[config.mk]
export PLATFORM = sky130hd
export DESIGN_NAME = icmms_cfg
export DESIGN_NICKNAME = d
export VERILOG_FILES = /design/src/sv/icmms_pkg.sv /design/src/sv/icmms_cfg.sv
export SDC_FILE = /design/constraint.sdc
export NUM_CORES = 1
export LEC_CHECK = 0
export BUFFER_PORTS_ARGS = -buffer_cell sky130_fd_sc_hd__buf_4
export CORE_ASPECT_RATIO = 2
export CORE_MARGIN = 2
export CORE_UTILIZATION = 53
export CTS_CLUSTER_SIZE = 8
export DETAILED_ROUTE_END_ITERATION = 8
export MAX_ROUTING_LAYER = met4
export PLACE_DENSITY = 0.81
export SETUP_SLACK_MARGIN = 0.2
export SYNTH_ARGS = -nofsm -noshare
export SYNTH_HDL_FRONTEND = slang
export SYNTH_SLANG_ARGS = --single-unit
[constraint.sdc]
create_clock -name clk -period 2.2 [get_ports clk]
set_clock_uncertainty 0.2 [all_clocks]
set_input_delay 0.22 -clock clk [delete_from_list [all_inputs] [get_ports clk]]
set_output_delay 0.22 -clock clk [all_outputs]
set_load 0.05 [all_outputs]
[src/sv/icmms_pkg.sv]
// Shared types and constants of the crop, mirror and mean-subtract block.
// Used by icmms_cfg, icmms_window and the top level; depends on nothing.
package icmms_pkg;

    localparam int NUM_COLOR = 3;

    localparam logic ACT_LOAD  = 1'b0;
    localparam logic ACT_PIXEL = 1'b1;

    localparam logic [1:0] MEAN_NONE    = 2'd0;
    localparam logic [1:0] MEAN_CHANNEL = 2'd1;
    localparam logic [1:0] MEAN_ELEMENT = 2'd2;

    localparam logic [2:0] REG_CROP_HEIGHT = 3'd0;
    localparam logic [2:0] REG_CROP_WIDTH  = 3'd1;
    localparam logic [2:0] REG_COLOR_MODE  = 3'd2;
    localparam logic [2:0] REG_MEAN_MODE   = 3'd3;
    localparam logic [2:0] REG_MEAN_ZERO   = 3'd4;
    localparam logic [2:0] REG_MEAN_ONE    = 3'd5;
    localparam logic [2:0] REG_MEAN_TWO    = 3'd6;

    localparam logic [8:0]  RST_CROP_HEIGHT = 9'd224;
    localparam logic [8:0]  RST_CROP_WIDTH  = 9'd224;
    localparam logic        RST_COLOR_MODE  = 1'b1;
    localparam logic [1:0]  RST_MEAN_MODE   = MEAN_NONE;
    localparam logic [15:0] RST_MEAN        = 16'd0;

    typedef struct packed {
        logic [8:0]  crop_height;
        logic [8:0]  crop_width;
        logic        color_mode;
        logic [1:0]  mean_mode;
        logic [15:0] mean_zero;
        logic [15:0] mean_one;
        logic [15:0] mean_two;
    } icmms_cfg_t;

endpackage

[src/sv/icmms_cfg.sv]
// Configuration register file of the crop, mirror and mean-subtract block.
// Depends on icmms_pkg.
module icmms_cfg
    import icmms_pkg::*;
(
    input  logic        clk,
    input  logic        rst_n,
    input  logic        cfg_valid,
    output logic        cfg_ready,
    input  logic [2:0]  cfg_index,
    input  logic [15:0] cfg_data,
    output icmms_cfg_t  cfg
);

    icmms_cfg_t cfg_reg;
    icmms_cfg_t cfg_next;

    always_comb
    begin
        cfg_next = cfg_reg;
        if (cfg_valid)
        begin
            case (cfg_index)
                REG_CROP_HEIGHT: cfg_next.crop_height = cfg_data[8:0];
                REG_CROP_WIDTH:  cfg_next.crop_width  = cfg_data[8:0];
                REG_COLOR_MODE:  cfg_next.color_mode  = cfg_data[0];
                REG_MEAN_MODE:   cfg_next.mean_mode   = cfg_data[1:0];
                REG_MEAN_ZERO:   cfg_next.mean_zero   = cfg_data;
                REG_MEAN_ONE:    cfg_next.mean_one    = cfg_data;
                REG_MEAN_TWO:    cfg_next.mean_two    = cfg_data;
                default:         cfg_next = cfg_reg;
            endcase
        end
    end

    always_ff @(posedge clk or negedge rst_n)
    begin
        if (!rst_n)
        begin
            cfg_reg.crop_height <= RST_CROP_HEIGHT;
            cfg_reg.crop_width  <= RST_CROP_WIDTH;
            cfg_reg.color_mode  <= RST_COLOR_MODE;
            cfg_reg.mean_mode   <= RST_MEAN_MODE;
            cfg_reg.mean_zero   <= RST_MEAN;
            cfg_reg.mean_one    <= RST_MEAN;
            cfg_reg.mean_two    <= RST_MEAN;
        end
        else
        begin
            cfg_reg <= cfg_next;
        end
    end

    assign cfg_ready = 1'b1;
    assign cfg       = cfg_reg;

endmodule

== Word level (Yosys, flattened, before mapping) ==
Cells that the tools add are included.
Word-level totals
  memories kept: 0
  output and inout port bits: 70
  flip-flop bits (word level): 69
  bits in latches: 0
  bits of input ports: 22
  memory bits (read-only): 0
  word-level logic and storage cells: 21
  bits in writable memories: 0
Operators by class
  multipliers: 0
  add/sub/neg operators: 0
  shift-type cells: 0
  divide/modulo/power cells: 0
  eq/ne operators: 6
  magnitude comparators: 0
  reduce and logical (&&, ||, !) cells: 8
  multiplexer cells: 0
  bitwise operators: 0
Operators with widths (count)
  $reduce_and 2->1: 7
  $eq 3x3->1 const B: 3
  $eq 3x2->1 const B: 2
  $eq 3x1->1 const B: 1
  $logic_not 3->1: 1

== Depth between registers and ports, before layout ==
  depth in word-level cells: 2
  mapped depth: 5
  depth with buffers taken out: 2

== Least setup slack after synthesis ==
No wires, ideal clock.
  kind: input-to-reg
  start point: in cfg_index[2]
  end point: reg cfg_reg, in the netlist cfg[60]
  cell stages on the path: 3
  setup slack: 0.684 ns
  library setup time: 0.125 ns
  data required time: 1.875 ns
  path buffers: 1
  arrival time: 1.191 ns
  cells stage by stage: clkbuf_2 > nor4b_4 > mux2_2
Between the ends
  longest elaborated chain between the ends: 2
Ends and longest elaborated chain
  start, declared: line icmms_cfg.sv:10  | input logic [2:0] cfg_index,
  $logic_not 3->1: line icmms_cfg.sv:23  | case (cfg_index)
  $reduce_and 2->1 (no line)
  end signal, assigned: line icmms_cfg.sv:50  | cfg_reg <= cfg_next;
  end, declared: line icmms_cfg.sv:15  | icmms_cfg_t cfg_reg;
Every way passes these cells.
A chain may end at the register's enable or synchronous reset.

== Worst setup path after layout ==
  start point: reg cfg_reg, in the netlist cfg[57]
  end point: out cfg[57] (netlist name)
RTL lines
  end, declared: line icmms_cfg.sv:12  | output icmms_cfg_t cfg
No word-level cell between the ends.

==> impl_results.md <==
- Core area: between 4000 and 5000 sq um
- Worst-path fanout max: 2
- Most frequent cell after synthesis: dfrtp_1
- Vias: 1700
- Drt pass-1 iters: 3
- Least-Margin Pin Slew: around 0.84 ns
- Gate Count Post-Synth: between 150 and 200
- Min-Delay Path Class: in2reg
- Num CTS Buffers: 9
- VDD IR-drop max: ~0.0010 V
- Max Cap Violations: 0
- Final ANT Viol Nets: 0
- # rows: 36
- Number of synthesized flops with an enable pin: 0
- Grt ovf: 0
- Critical hold path startpoint: cfg_index[0]
- Most frequent cells after synthesis: 62 x dfrtp_1, 59 x mux2_2, 10 x mux2_4, 7 x dfstp_2
- Number of synthesized register bits: between 60 and 70
- Layout cell share with drive strength beyond 1: 68.63%
- Worst path slowest cell: dfstp_2
- Post-synthesis async set-or-reset flop share: between 90% and 100%
- Fin. max-slew vios: 0
- Diode count: 0
- Worst slew margin: around 44%
- Critical path's top delay family: flip-flops
- Final HPWL DP: ~3800 um
- Root Driver: clkbuf_8
- Die W: 54.67 um
- Crit path arrival time: between 1 and 1.5 ns
- Initial DRC count: 31
- WL per Instance: 17.25 um
- First-pass GRT wire length: ~8600 um
- Main flop type after synthesis: dfrtp_1
- Syn nets: 175
- Largest net degree at the start of global routing: 70
- Synth area leader: dfrtp_1
- Total power: 4.634 mW
- Post-cts resize count: 0
- Via-to-Cell Ratio: around 5.2
- RSZ-0062 raised after global routing: false
- Die Span Y: between 100 and 150 um
- Hold depth: 3
- GRT Util Overall: about 22%
- Buf/Inv on CP: 1
- Worst r2r src: cfg[0]$_DFFE_PN0P_
- Postcts setup bufs: 0
- Synth warnings: 0
- CTS max path bufs: 2
- Clock sink count: about 70
- Max reg flops: 69
- Critical-path cell list: buf_4
- H-tree levels: 3
- Routability cong.: just under 0.7
- Residual DRC count: 0
- CTS Hold Buffers Added: 17
- Yosys top cell area share: a little under three fifths
- IO Port Bufs: 90
- Fin Setup TNS: 0 ns
- Count of cell types in the netlist: 15
- PD cells: between 1000 and 1500 nW/um^2
- Reg-to-reg endpoint: cfg[0]$_DFFE_PN0P_
- Static Leakage: about 1.8 nW
- Hold Violations, Final: 0
- Sequential fraction of the synthesis area: between 60% and 70%
- Avg Inst Size Synth: 17.79 sq um
- CP peak stage delay: between 0.5 and 0.6 ns
- CTS clk-pin slew, worst paths: about 0.060 ns
- Hold path endpoint: cfg[60]$_DFFE_PN0P_
- Clk Latency, worst-skew pair: 0.33 ns
- Synthesized area: around 2700 sq um
- CTS tree: yes
- IO Pins: 92
- Die area: 5759 sq um
- Status: complete, no violations
- Initial core utilization: between 50 and 60%
- Post-Route WL: 5659 um
- WS Path Type: reg2out
- Initial antenna violation count: 0
- Post-layout min period: around 1.5 ns
- Tcrit/Tclk final: ~68%
- Max Freq: approximately 0.67 GHz
- R2r setup slk: roughly 1.2 ns
- Worst EP required: roughly 1.8 ns
- R2r worst-path depth: 1
- Final nets: 289
- Crit. End Element: primary output
- P&R area growth vs syn: 39.13%
- Final setup fails: 0
- CP Launch Type: flop
- Vias in the first global route: ~1.7k
- Synth top area cells: dfrtp_1 57%, mux2_2 24%, dfstp_2 6.8%, mux2_4 5.5%, nand4b_2 1.1%
-- placed cells by master (no fill, tap or decap) --
cell and count:
buf_4 93, dfrtp_1 62, mux2_2 59, dlygate4sd3_1 17, clkbuf_8 11, mux2_4 10, dfstp_2 7, clkbuf_1 3
and4bb_2 2, nand4b_2 2, nand4b_1 1, and4bb_1 1, nor4b_4 1, conb_1 1, bufinv_16 1
-- worst max-delay path by stage --
stage | startpoint | end | slack, ns | depth (start not counted)
3_3_place_gp | cfg_index[1] | cfg[33]$_DFFE_PN0P_ | 0.35 | 4
3_5_place_dp | cfg_index[1] | cfg[27]$_DFFE_PN0P_ | 0.35 | 3
5_1_grt | cfg_index[1] | cfg[26]$_DFFE_PN0P_ | 0.65 | 3
6_report | cfg[57]$_DFFE_PN1P_ | cfg[57] | 0.71 | 1
4_1_cts | cfg[57]$_DFFE_PN1P_ | cfg[57] | 0.69 | 1
2_1_floorplan | cfg_index[2] | cfg[60]$_DFFE_PN0P_ | 0.68 | 3
-- logic make-up (layout without fill, tap and decap cells) --
family	after synthesis	count (layout)	synth area share (%)
buf+inv	7	125	2.482
simple gates	7	7	3.678
mux	69	69	29.93
other cells	1	1	0.1378
flops	69	69	63.77
-- per-layer routing --
metal / GRT usage [%] / wire [um] / vias up
li1: - / - / 773
met1: 26.18 / 2295 / 853
met2: 34.35 / 3006 / 67
met3: 5.807 / 279 / 7
met4: 11.25 / 77 / 0
met5: - / 0 / -
-- layout make-up --
class                      instances  area, sq um
sequential                        69         1735
multi-input combinational         77        918.4
clock buffer                      14        162.7
clock inverter                     1        30.03
fill                             304         1124
timing repair buffer             110        868.3
tap                               57        71.32
-- report_power, final --
| part | leakage [nW] | switching, mW | internal, mW | total, mW |
|---|---|---|---|---|
| Sequential | 0.818 | 0.152 | 1.57 | 1.72 |
| Combinational | 0.885 | 1.28 | 0.638 | 1.92 |
| Clock | 0.0968 | 0.416 | 0.581 | 0.997 |
| Total | 1.80 | 1.85 | 2.79 | 4.63 |
-- metrics by stage --
| step | utilization [%] | instances | setup slack, ns | cell area (sq um) | hold slack (ns) |
|---|---|---|---|---|---|
| after floorplan | - | 153 | 0.6841 | 2721 | -0.2756 |
| after global placement | 69.72 | 296 | 0.3491 | 3423 | 0.1801 |
| after detailed placement | 69.72 | 296 | 0.3473 | 3423 | 0.1808 |
| after CTS | 77.12 | 328 | 0.6885 | 3786 | 0.1184 |
| after global routing | 77.12 | 328 | 0.6505 | 3786 | 0.1176 |
| final | 77.12 | 328 | 0.7148 | 3786 | 0.1343 |
Power figures use the tool's default switching activity.
