<file path="src/sv/icmms_pkg.sv">
// Shared types and constants of the crop, mirror and mean-subtract block.
// Used by icmms_cfg, icmms_window and the top level; depends on nothing.
package icmms_pkg;

    localparam int NUM_COLOR = 3;

    localparam logic ACT_LOAD  = 1'b0;
    localparam logic ACT_PIXEL = 1'b1;

    localparam logic [1:0] MEAN_NONE    = 2'd0;
    localparam logic [1:0] MEAN_CHANNEL = 2'd1;
    localparam logic [1:0] MEAN_ELEMENT = 2'd2;

    localparam logic [2:0] REG_CROP_HEIGHT = 3'd0;
    localparam logic [2:0] REG_CROP_WIDTH  = 3'd1;
    localparam logic [2:0] REG_COLOR_MODE  = 3'd2;
    localparam logic [2:0] REG_MEAN_MODE   = 3'd3;
    localparam logic [2:0] REG_MEAN_ZERO   = 3'd4;
    localparam logic [2:0] REG_MEAN_ONE    = 3'd5;
    localparam logic [2:0] REG_MEAN_TWO    = 3'd6;

    localparam logic [8:0]  RST_CROP_HEIGHT = 9'd224;
    localparam logic [8:0]  RST_CROP_WIDTH  = 9'd224;
    localparam logic        RST_COLOR_MODE  = 1'b1;
    localparam logic [1:0]  RST_MEAN_MODE   = MEAN_NONE;
    localparam logic [15:0] RST_MEAN        = 16'd0;

    typedef struct packed {
        logic [8:0]  crop_height;
        logic [8:0]  crop_width;
        logic        color_mode;
        logic [1:0]  mean_mode;
        logic [15:0] mean_zero;
        logic [15:0] mean_one;
        logic [15:0] mean_two;
    } icmms_cfg_t;

endpackage

</file>
<file path="src/sv/icmms_window.sv">
// Crop window test and crop coordinates for one sample.
// Depends on icmms_pkg.
module icmms_window
    import icmms_pkg::*;
#(
    parameter int MAX_CROP_HEIGHT = 256,
    parameter int MAX_CROP_WIDTH  = 256,
    parameter int MAX_IMAGE_DIM   = 1024
) (
    input  icmms_cfg_t  cfg,
    input  logic [9:0]  row,
    input  logic [9:0]  col,
    input  logic [1:0]  channel,
    input  logic [9:0]  row_offset,
    input  logic [9:0]  col_offset,
    input  logic        mirror,
    output logic        inside_win,
    output logic [$clog2(NUM_COLOR*MAX_CROP_HEIGHT)-1:0] row_sel,
    output logic [((MAX_CROP_WIDTH > 1) ? $clog2(MAX_CROP_WIDTH) : 1)-1:0] crop_col,
    output logic [((MAX_CROP_WIDTH > 1) ? $clog2(MAX_CROP_WIDTH) : 1)-1:0] col_sel,
    output logic [$clog2(MAX_CROP_WIDTH+1)-1:0] width_eff
);

    localparam int RSW = $clog2(NUM_COLOR*MAX_CROP_HEIGHT);
    localparam int CW  = (MAX_CROP_WIDTH > 1) ? $clog2(MAX_CROP_WIDTH) : 1;
    localparam int WW  = $clog2(MAX_CROP_WIDTH+1);

    logic [31:0] h32;
    logic [31:0] w32;
    logic [9:0]  r_full;
    logic [9:0]  c_full;
    logic        ch_ok;
    logic        src_ok;
    logic [RSW-1:0] ch_base;

    always_comb
    begin
        h32 = (32'(cfg.crop_height) > 32'(MAX_CROP_HEIGHT)) ?
              32'(MAX_CROP_HEIGHT) : 32'(cfg.crop_height);
        w32 = (32'(cfg.crop_width) > 32'(MAX_CROP_WIDTH)) ?
              32'(MAX_CROP_WIDTH) : 32'(cfg.crop_width);

        ch_ok  = cfg.color_mode ? (32'(channel) < 32'(NUM_COLOR)) : (channel == 2'd0);
        src_ok = (32'(row) < 32'(MAX_IMAGE_DIM)) && (32'(col) < 32'(MAX_IMAGE_DIM));

        r_full = row - row_offset;
        c_full = col - col_offset;

        inside_win = ch_ok && src_ok && (row >= row_offset) && (col >= col_offset) &&
                     (32'(r_full) < h32) && (32'(c_full) < w32);

        case (channel)
            2'd1:    ch_base = RSW'(h32);
            2'd2:    ch_base = RSW'(h32 << 1);
            default: ch_base = '0;
        endcase

        row_sel   = ch_base + RSW'(r_full);
        crop_col  = CW'(c_full);
        col_sel   = mirror ? CW'(w32 - 32'd1 - 32'(c_full)) : CW'(c_full);
        width_eff = WW'(w32);
    end

endmodule

</file>
<file path="config.mk">
export PLATFORM = sky130hd
export DESIGN_NAME = icmms_window
export DESIGN_NICKNAME = d
export VERILOG_FILES = /design/src/sv/icmms_pkg.sv /design/src/sv/icmms_window.sv
export SDC_FILE = /design/constraint.sdc
export NUM_CORES = 1
export LEC_CHECK = 0
export ABC_AREA = 1
export BUFFER_PORTS_ARGS = -buffer_cell sky130_fd_sc_hd__buf_2
export CAP_MARGIN = 15
export CORE_ASPECT_RATIO = 1.5
export CORE_MARGIN = 5
export CORE_UTILIZATION = 43
export DETAILED_ROUTE_END_ITERATION = 8
export PLACE_DENSITY = 0.79
export SETUP_SLACK_MARGIN = 0.1
export SLEW_MARGIN = 20
export SYNTH_ARGS = -nofsm -noshare
export SYNTH_HDL_FRONTEND = slang
export SYNTH_SLANG_ARGS = --single-unit
export TNS_END_PERCENT = 50
</file>
<file path="constraint.sdc">
create_clock -name vclk -period 4.4
set_input_delay 0.66 -clock vclk [all_inputs]
set_output_delay 0.66 -clock vclk [all_outputs]
set_load 0.02 [all_outputs]
</file>
Word level (Yosys, flattened, before mapping)
Index checks and enable logic that the tools add are counted.

cells by class
  equal/unequal tests = 2
  reductions and logical operators = 5
  add/sub/neg operators = 5
  $lt $le $gt $ge = 7
  muxes and demuxes = 5

operators by type and width
  operator             count
  $ge 10x10->1         2
  $lt 10x9->1          2
  $pmux 10 s2          1
  $sub 10x10->10       2
  $gt 9x9->1 const B   2
  $mux 9               2
  $add 10x10->10       1
  $mux 8               1
  $sub 8x1->8 const B  1
  $sub 8x8->8          1
  $logic_and 1x1->1    4
  $eq 2x1->1 const B   1
  $eq 2x2->1 const B   1
  $logic_not 2->1      1
  $lt 2x2->1 const B   1
  $mux 1               1

word-level totals
  bits in registers = 0
  input bits = 112
  logic and storage cells = 24
  output and inout bits = 36

Depth between registers and ports, before layout
Gate-level depths: netlist (run 1).

  depth after elaboration = 6
  gate-level depth with buffers = 18

Least setup slack after synthesis (run 1)
Ideal clock, no wire load.

  path type = input port to output port
  start = input col[0]
  end = output col_sel[7] in the netlist's numbering
  arrival = 3.274 ns
  data required time = 3.740 ns
  setup slack = 0.466 ns
  stages on the path = 14
  path through = inv_1 > ha_1 > inv_1 > fa_1 > a31oi_1 > o21ai_1 > xor2_1 > ha_1 > nand2_1 > inv_1 > nand4_1 > o211ai_1 > xnor2_1 > o21ai_1

on the way
  longest elaborated chain between the ends = 3

RTL lines
  what                   line                source
  from (decl)            icmms_window.sv:12  input logic [9:0] col,
  $sub 10x10->10         icmms_window.sv:47  c_full = col - col_offset;
  via crop_col, one bit  icmms_window.sv:19  output logic [((MAX_CROP_WIDTH > 1) ? $clog2(MAX_CROP_WIDTH) : 1)-1:0] crop_col,
  $sub 8x8->8            icmms_window.sv:60  col_sel = mirror ? CW'(w32 - 32'd1 - 32'(c_full)) : CW'(c_full);
  $mux 8                 icmms_window.sv:60
  to (decl)              icmms_window.sv:20  output logic [((MAX_CROP_WIDTH > 1) ? $clog2(MAX_CROP_WIDTH) : 1)-1:0] col_sel,

The timed path passes the listed nets, and every way through them passes these cells.

Worst setup path after layout (run 1)
  start = input col[0]
  end = output col_sel[7] in the netlist's numbering

on the way
  longest elaborated chain between the ends = 3

RTL lines
  what              line
  $sub 10x10->10 *  icmms_window.sv:47
  $sub 8x8->8       icmms_window.sv:60
  $mux 8 *          icmms_window.sv:60

Mark *: on every way between the ends. The rest lies on a longest branch, timed or not.

==> results of run 1 <==
[Yosys cell counts (3+ instances only)]
library cell | n | area share (%)
nand2_1 | 90 | 14
inv_1 | 85 | 13
ha_1 | 56 | 28
nor2_1 | 34 | 5.1
a21oi_1 | 29 | 5.8
nand3_1 | 16 | 3.2
xor2_1 | 15 | 5.3
o21ai_0 | 10 | 2.0
o22ai_1 | 9 | 2.3
xnor2_1 | 9 | 3.2
nand4_1 | 8 | 2.0
nand2_2 | 7 | 1.8
a31oi_1 | 4 | 1.0
fa_1 | 4 | 3.2
o21bai_1 | 4 | 1.2
a21oi_2 | 3 | 1.1
nor2_2 | 3 | 0.75
nor3_1 | 3 | 0.60
nor4_1 | 3 | 0.75
o21ai_1 | 3 | 0.60
[logic make-up after synthesis]
logic type,synth area share [%]
XOR/XNOR,9.10
AO/OA/AOI/OAI,16.6
buffers and inverters,13.1
adder cells (fa/ha/maj),31.4
AND/OR/NAND/NOR,29.8
[layout make-up]
class / instances / area, µm² / share of cell area [%]
multi-input cells: 324 / 2170 / 70.6
repair buffers: 98 / 490 / 16.0
well taps: 72 / 90.1 / 2.93
inverters: 86 / 323 / 10.5
[worst max path at each step]
stage | from | end | slack, ps
finish | col[0] | col_sel[7] | 390
global route | col[0] | inside_win | 110
CTS | col[0] | col_sel[7] | 320
detailed placement | col[0] | col_sel[7] | 310
global placement | col[0] | col_sel[7] | 370
floorplan | col[0] | col_sel[7] | 470
[power by group through the flow]
| stage | sequential (mW) | clock [mW] | combinational, mW |
|---|---|---|---|
| after floorplan | 0 | 0 | 0.452 |
| after global placement | 0 | 0 | 0.614 |
| after detailed placement | 0 | 0 | 0.627 |
| after CTS | 0 | 0 | 0.630 |
| after global routing | 0 | 0 | 0.705 |
| final | 0 | 0 | 0.627 |
[stage by stage]
step	cells	power, mW
after floorplan	411	0.452
after global placement	580	0.614
after detailed placement	580	0.627
after CTS	580	0.630
after global routing	580	0.705
final	580	0.627
[metal layers]
layer	track usage, %	vias up	routed length (µm)
met5	0	-	0
met4	7.09	0	283
met3	1.45	22	536
met2	41.4	107	3910
met1	18.2	1328	2450
li1	-	1539	-
[worst max-delay path, stage by stage]
cell and delay [ps]:
buf_2 90, inv_1 40, ha_1 190, inv_1 120
fa_1 460, a31oi_2 260, o21ai_1 140, xor2_1 290
ha_1 340, nand2_1 100, inv_1 40, nand4_1 80
o211ai_1 100, xnor2_1 140, o21ai_1 120, buf_2 180
[timing repair]
item	in CTS	in global routing
hold buffers	0	0
endpoints found under the hold margin	0	0
endpoints found under the setup margin	0	2
resized for setup	0	1
==> results by group, run 1 <==
Worst setup path
  • Worst path arrival time: 3350 ps
  • Crit path capture type: output port
  • Critical path class: primary input to output port
  • Critical path data required time: 3740 ps
  • CP max FO: 4
  • Element type at the critical path start: primary input

STA
  • Setup Total Neg Slack: 0 ps
  • RSZ-0062 raised after global routing: false
  • Post-route setup slack: 387 ps
  • Fin. max-slew vios: 0
  • Least-Margin Pin Slew: 366 ps
  • Peak Freq: 249 MHz
  • Final hold viol count: 0
  • Rel. slew slack: 75.4%
  • WHS: 1550 ps
  • Final setup vio count: 0
  • Final Critical Period: 4010 ps
  • Final period util: 91.2%

GRT
  • Largest net degree at the start of global routing: 11
  • GRT Overall Usage: 19.3%
  • Initial antenna violation count: 0
  • Vias in the first global route: 2992
  • GRT overflow: 0
  • First-pass GRT wire length: 12000 µm

Placement
  • GP Congestion: 0.883
  • Place WS: 313 ps
  • Hpwl dp: 6620 µm
  • Placed Area: 0.00307 mm²
  • IO buf count: 98

Finish
  • CLK BUF: 0
  • Area Overhead vs Synth: 23.4%
  • Fillers: 620
  • Layout cell share with drive strength beyond 1: 23.4%
  • Commonest cells after routing, fill and taps aside: 98 x buf_2, 90 x nand2_1, 85 x inv_1
  • Register area: 0 µm²
  • Most common cell after layout, fill and taps aside: buf_2
  • Sequential cells: 0
  • Post-layout util: 53.9%
  • ANT cells: 0
  • Nets: 682
  • Fin area: 0.00307 mm²

Die
  • Die area: 0.00744 mm²
  • Die width: 72.1 µm
  • Die H: 103 µm
  • # IOs: 148
  • FP Rows: 34
  • Starting density of the core: 43.7%
  • Core area: 0.00570 mm²

Logic synthesis
  • Post-synthesis sequential area ratio: 0%
  • Syn_area_per_cell: 6.06 µm²
  • Yosys warning total: 0
  • Cells after synthesis: 411
  • Syn nets: 583
  • Synth unique cells: 33
  • Mapped Area: 0.00249 mm²

Route
  • Via count: 2996
  • Initial DRC Count: 76
  • Number of routed nets with antenna violations: 0
  • DR vias/cell: 5.17
  • WL/cell: 12.4 µm
  • Final WL: 7180 µm
  • Residual DRC: 0
  • Pre-antenna DRT Iters: 4

Pwr
  • Combinational fraction of design power: 100.0%
  • Leakage: 1.87 nW
  • Worst vdd ir: 0.0978 mV
  • Part of the power in the clock network: 0%
  • Power Internal: 0.235 mW
  • Flop pwr share: 0%
  • Switch share: 62.6%
  • PD cells: 204 mW/mm²
  • Sw power: 0.392 mW

Min path
  • Hold path start: cfg[59]
  • Worst Hold Depth: 2
  • Class of the worst hold path: primary input to output port
  • WHS Endpoint: width_eff[8]

Status
  • Status: finished clean

Clock network
  • Setup Buffers After CTS: 0

Job
  • Max cap viols: 0
No activity file was read; power rests on OpenSTA's default activity.
==> inputs of run 2 (changes only) <==
--- a/config.mk
+++ b/config.mk
@@ -10,11 +10,11 @@
 export CAP_MARGIN = 15
 export CORE_ASPECT_RATIO = 1.5
 export CORE_MARGIN = 5
-export CORE_UTILIZATION = 43
+export CORE_UTILIZATION = 50
 export DETAILED_ROUTE_END_ITERATION = 8
-export PLACE_DENSITY = 0.79
+export PLACE_DENSITY = 0.9
 export SETUP_SLACK_MARGIN = 0.1
-export SLEW_MARGIN = 20
+export SLEW_MARGIN = 40
 export SYNTH_ARGS = -nofsm -noshare
 export SYNTH_HDL_FRONTEND = slang
 export SYNTH_SLANG_ARGS = --single-unit
==> results by group, run 2 (synthesized netlist as in run 1, its figures left out) <==
GRT
  • GRT overflow: 0 (unchanged)
  • Largest net degree at the start of global routing: 11 (unchanged)
  • First-pass GRT wire length: 11600 µm (-3.4%)
  • Vias in the first global route: 2930 (-2.1%)
  • Initial antenna violation count: 0 (unchanged)
  • GRT Overall Usage: 21.7% (+2.4 points)

Job
  • Max cap viols: 0 (unchanged)

Pwr
  • Combinational fraction of design power: 100.0% (about the same)
  • Flop pwr share: 0% (unchanged)
  • Part of the power in the clock network: 0% (unchanged)
  • Leakage: 1.87 nW (about the same)
  • Worst vdd ir: 0.143 mV (+47%)
  • Sw power: 0.396 mW (+0.98%)
  • PD cells: 206 mW/mm² (+0.91%)
  • Switch share: 62.7% (+0.17 points)
  • Power Internal: 0.235 mW (+0.24%)
  • Total Power: 0.631 mW (+0.70%)

Worst setup path
  • Worst path arrival time: 3370 ps (+20 ps)
  • Slowest CP cell: fa_1
  • Critical path class: primary input to output port
  • Crit path cell chain: buf_2 > inv_1 > ha_1 > inv_1 > fa_1 > xor2_1 > inv_1 > ha_1 > nand2_1 > o21ai_0 > nand2_1 > nand2_1 > a21oi_1 > xor2_1 > o21ai_1 > buf_2
  • Element type at the critical path start: primary input
  • CP max FO: 5 (+1)
  • Crit-path max cell delay: 440 ps (-20 ps)
  • Critical path data required time: 3740 ps (about the same)
  • Crit path capture type: output port

STA
  • Final hold viol count: 0 (unchanged)
  • Final setup vio count: 0 (unchanged)
  • Peak Freq: 248 MHz (-0.44%)
  • Fin. max-slew vios: 0 (unchanged)
  • Final period util: 91.6% (+0.41 points)
  • Setup Total Neg Slack: 0 ps (unchanged)
  • Least-Margin Pin Slew: 353 ps (-12.9 ps)
  • Final Critical Period: 4030 ps (+17.9 ps)
  • RSZ-0062 raised after global routing: false
  • Rel. slew slack: 76.4% (+1.0 points)

Route
  • Initial DRC Count: 76 (unchanged)
  • Pre-antenna DRT Iters: 4 (unchanged)
  • DR vias/cell: 5.21 (+0.94%)
  • WL/cell: 12.3 µm (-0.90%)
  • Residual DRC: 0 (unchanged)
  • Number of routed nets with antenna violations: 0 (unchanged)
  • Via count: 2993 (-0.10%)
  • Final WL: 7040 µm (-1.9%)

Die
  • # IOs: 148 (unchanged)
  • Die area: 0.00652 mm² (-12%)
  • Die H: 96.4 µm (-6.6%)
  • Core area: 0.00485 mm² (-15%)
  • FP Rows: 31 (-8.8%)
  • Die width: 67.6 µm (-6.3%)
  • Starting density of the core: 51.3% (+7.7 points)

Finish
  • Post-layout util: 63.2% (+9.3 points)
  • ANT cells: 0 (unchanged)
  • Nets: 682 (unchanged)
  • Sequential cells: 0 (unchanged)
  • Register area: 0 µm² (unchanged)
  • Commonest cells after routing, fill and taps aside: 98 x buf_2, 90 x nand2_1, 85 x inv_1
  • CLK BUF: 0 (unchanged)
  • Area Overhead vs Synth: 23.2%
  • Most common cell after layout, fill and taps aside: buf_2
  • Layout cell share with drive strength beyond 1: 23.4% (unchanged)

Status
  • Status: finished clean

Placement
  • GP Congestion: 0.941 (+6.5%)
  • IO buf count: 98 (unchanged)
  • Hpwl dp: 6380 µm (-3.6%)

Min path
  • Class of the worst hold path: primary input to output port

Clock network
  • Setup Buffers After CTS: 0 (unchanged)
-- run 2: cell count changes in the layout (fill, tap and decap cells not counted) --
cell / previous run / this run
a31oi_1: 3 / 4
a31oi_2: 1 / 0
xor2_1: 15 / 14
xor2_2: 1 / 2
-- run 2: layout make-up --
cell class | instances | area, µm²
inverter | 86 | 323
multi-input combinational | 324 | 2170
timing repair buffer | 98 | 490
fill | 460 | 1780
tap | 66 | 82.6
-- run 2: stage by stage --
stage | worst slack (ps) | instances | instance area [µm²] | hold WS [ps]
floorplan | 466 | 411 | 2490 | 1450
global placement | 448 | 574 | 3060 | 1550
detailed placement | 398 | 574 | 3060 | 1560
CTS | 391 | 574 | 3060 | 1560
global route | 164 | 574 | 3070 | 1580
finish | 369 | 574 | 3070 | 1560
-- run 2: power groups by stage --
stage	Sequential, mW	Clock, mW	Combinational [mW]
6_report	0	0	0.631
5_1_grt	0	0	0.705
2_1_floorplan	0	0	0.452
3_5_place_dp	0	0	0.626
4_1_cts	0	0	0.629
3_3_place_gp	0	0	0.608
-- run 2: final timing paths --
kind  slack (ps)            to  startpoint  cells past startpoint
max          370    col_sel[6]      col[0]                     16
min         1560  width_eff[8]     cfg[59]                      2
-- run 2: per-layer routing --
metal	track usage [%]	routed length, µm
met5	0	0
met4	3.89	123
met3	1.62	519
met2	47.9	3920
met1	20.3	2480
-- run 2: worst max-delay path: cells and delay by family --
family / cells / cell delay, ps
adders and majority gates: 3 / 980
and+or+nand+nor: 3 / 270
xor gates and xnor gates: 2 / 450
buffers and inverters: 5 / 550
AOI/OAI and AO/OA: 3 / 460
-- run 2: what timing repair did --
item | in CTS | in global routing
endpoints found under the hold margin | 0 | 0
hold buffers | 0 | 0
endpoints found under the setup margin | 0 | 1
resized for setup | 0 | 1
==> inputs of run 3 (changes only) <==
--- a/config.mk
+++ b/config.mk
@@ -13,6 +13,7 @@
 export CORE_UTILIZATION = 50
 export DETAILED_ROUTE_END_ITERATION = 8
 export PLACE_DENSITY = 0.9
+export RECOVER_POWER = 50
 export SETUP_SLACK_MARGIN = 0.1
 export SLEW_MARGIN = 40
 export SYNTH_ARGS = -nofsm -noshare
==> results by group, run 3 (synthesized netlist as in run 1, its figures left out) <==
Finish
  • Nets: 682 (unchanged)
  • ANT cells: 0 (unchanged)
  • Post-layout util: 62.8% (-0.46 points)
  • Layout cell share with drive strength beyond 1: 19.9% (-3.5 points)
  • Register area: 0 µm² (unchanged)
  • Fillers: 475 (+3.3%)
  • Non-Filler Instances: 574 (unchanged)
  • Area Overhead vs Synth: 22.3%
  • Most common cell after layout, fill and taps aside: nand2_1
  • CLK BUF: 0 (unchanged)
  • Sequential cells: 0 (unchanged)
  • Commonest cells after routing, fill and taps aside: 90 x nand2_1, 85 x inv_1, 80 x buf_2
  • Fin area: 0.00304 mm² (-0.73%)

Worst setup path
  • Critical path data required time: 3740 ps (about the same)
  • Crit path capture type: output port
  • Worst Setup SP: col[0]
  • Worst path arrival time: 3390 ps (+20 ps)
  • Element type at the critical path start: primary input
  • CP max FO: 5 (unchanged)
  • Critical path class: primary input to output port

Placement
  • Hpwl dp: 6380 µm (unchanged)
  • Place WS: 398 ps (unchanged)
  • Placed Area: 0.00306 mm² (unchanged)
  • IO buf count: 98 (unchanged)
  • GP Congestion: 0.941 (unchanged)
  • DP Cell Count: 574 (unchanged)

Route
  • Pre-antenna DRT Iters: 4 (unchanged)
  • Number of routed nets with antenna violations: 0 (unchanged)
  • DR vias/cell: 5.21 (-0.17%)
  • WL/cell: 12.3 µm (+0.11%)
  • Met2 wire length: 3910 µm (-0.31%)
  • Residual DRC: 0 (unchanged)
  • Via count: 2988 (-0.17%)
  • Initial DRC Count: 77 (+1.3%)
  • Met3 Wirelength: 542 µm (+4.4%)
  • Final WL: 7050 µm (+0.11%)
  • Top layer used by detailed routing: met4
  • Wl on met1: 2470 µm (about the same)

Pwr
  • Leakage: 1.82 nW (-3.0%)
  • PD cells: 206 mW/mm² (about the same)
  • Worst vdd ir: 0.142 mV (-0.75%)

STA
  • Setup Total Neg Slack: 0 ps (unchanged)
  • Peak Freq: 247 MHz (-0.37%)
  • Least-Margin Pin Slew: 363 ps (+10.7 ps)
  • RSZ-0062 raised after global routing: false
  • Rel. slew slack: 75.7% (-0.71 points)
  • Final setup vio count: 0 (unchanged)
  • Post-route setup slack: 354 ps (-15.2 ps)
  • Final Critical Period: 4050 ps (+15.2 ps)
  • Final period util: 92.0% (+0.34 points)
  • Fin. max-slew vios: 0 (unchanged)
  • Final hold viol count: 0 (unchanged)

Die
  • Die area: 0.00652 mm² (unchanged)
  • Starting density of the core: 51.3% (unchanged)
  • Die H: 96.4 µm (unchanged)
  • # IOs: 148 (unchanged)
  • FP Rows: 31 (unchanged)
  • Core area: 0.00485 mm² (unchanged)
  • Die width: 67.6 µm (unchanged)

GRT
  • Initial antenna violation count: 0 (unchanged)
  • GRT Overall Usage: 21.7% (unchanged)
  • GRT overflow: 0 (unchanged)
  • Largest net degree at the start of global routing: 11 (unchanged)
  • Vias in the first global route: 2930 (unchanged)
  • First-pass GRT wire length: 11600 µm (unchanged)

Min path
  • Hold path start: cfg[59]
  • Worst Hold Depth: 2 (unchanged)
  • WHS Endpoint: width_eff[8]
  • Class of the worst hold path: primary input to output port

Status
  • Status: finished clean

Job
  • Max cap viols: 0 (unchanged)
==> run 3: changes by cell type in the layout (fill, tap and decap cells not counted) <==
| cell | previous run | this run |
|---|---|---|
| buf_2 | 98 | 80 |
| clkbuf_1 | 0 | 18 |
==> run 3: worst max-delay path by stage <==
stage and end:
3_3_place_gp col_sel[7], 6_report col_sel[6], 2_1_floorplan col_sel[7], 5_1_grt col_sel[6], 4_1_cts col_sel[7], 3_5_place_dp col_sel[7]
==> run 3: through the flow <==
step | hold slack, ps | power, mW
floorplan | 1450 | 0.452
global placement | 1550 | 0.608
detailed placement | 1560 | 0.626
CTS | 1560 | 0.629
global route | 1600 | 0.700
finish | 1580 | 0.627
==> run 3: where the power goes <==
part           internal (mW)  switching [mW]  leakage, nW
combinational          0.230           0.397         1.82
sequential                 0               0            0
clock                      0               0            0
total                  0.230           0.397         1.82
==> run 3: layout make-up <==
class	instances	area, µm²	share of cell area, %
Timing Repair Buffer	98	468	15.4
Tap cell	66	82.6	2.71
Inverter	86	323	10.6
Multi-Input combinational cell	324	2170	71.3
==> run 3: layer usage <==
metal  global-route usage, %  vias to the layer above
li1                        -                     1533
met1                    20.3                     1340
met2                    47.9                      105
met3                    1.62                       10
met4                    3.89                        0
met5                       0                        -
==> run 3: what timing repair did <==
action                                  CTS  global route
gates resized for setup                   0             1
buffers inserted                          0             0
endpoints found under the setup margin    0             1
hold buffers                              0             0
==> run 3: critical path, cell delays in order <==
cell and delay, ps:
buf_2 100, inv_1 50, ha_1 170, inv_1 100
fa_1 440, xor2_1 300, inv_1 110, ha_1 370
nand2_1 90, o21ai_0 240, nand2_1 110, nand2_1 70
a21oi_1 70, xor2_1 160, o21ai_1 150, buf_2 190
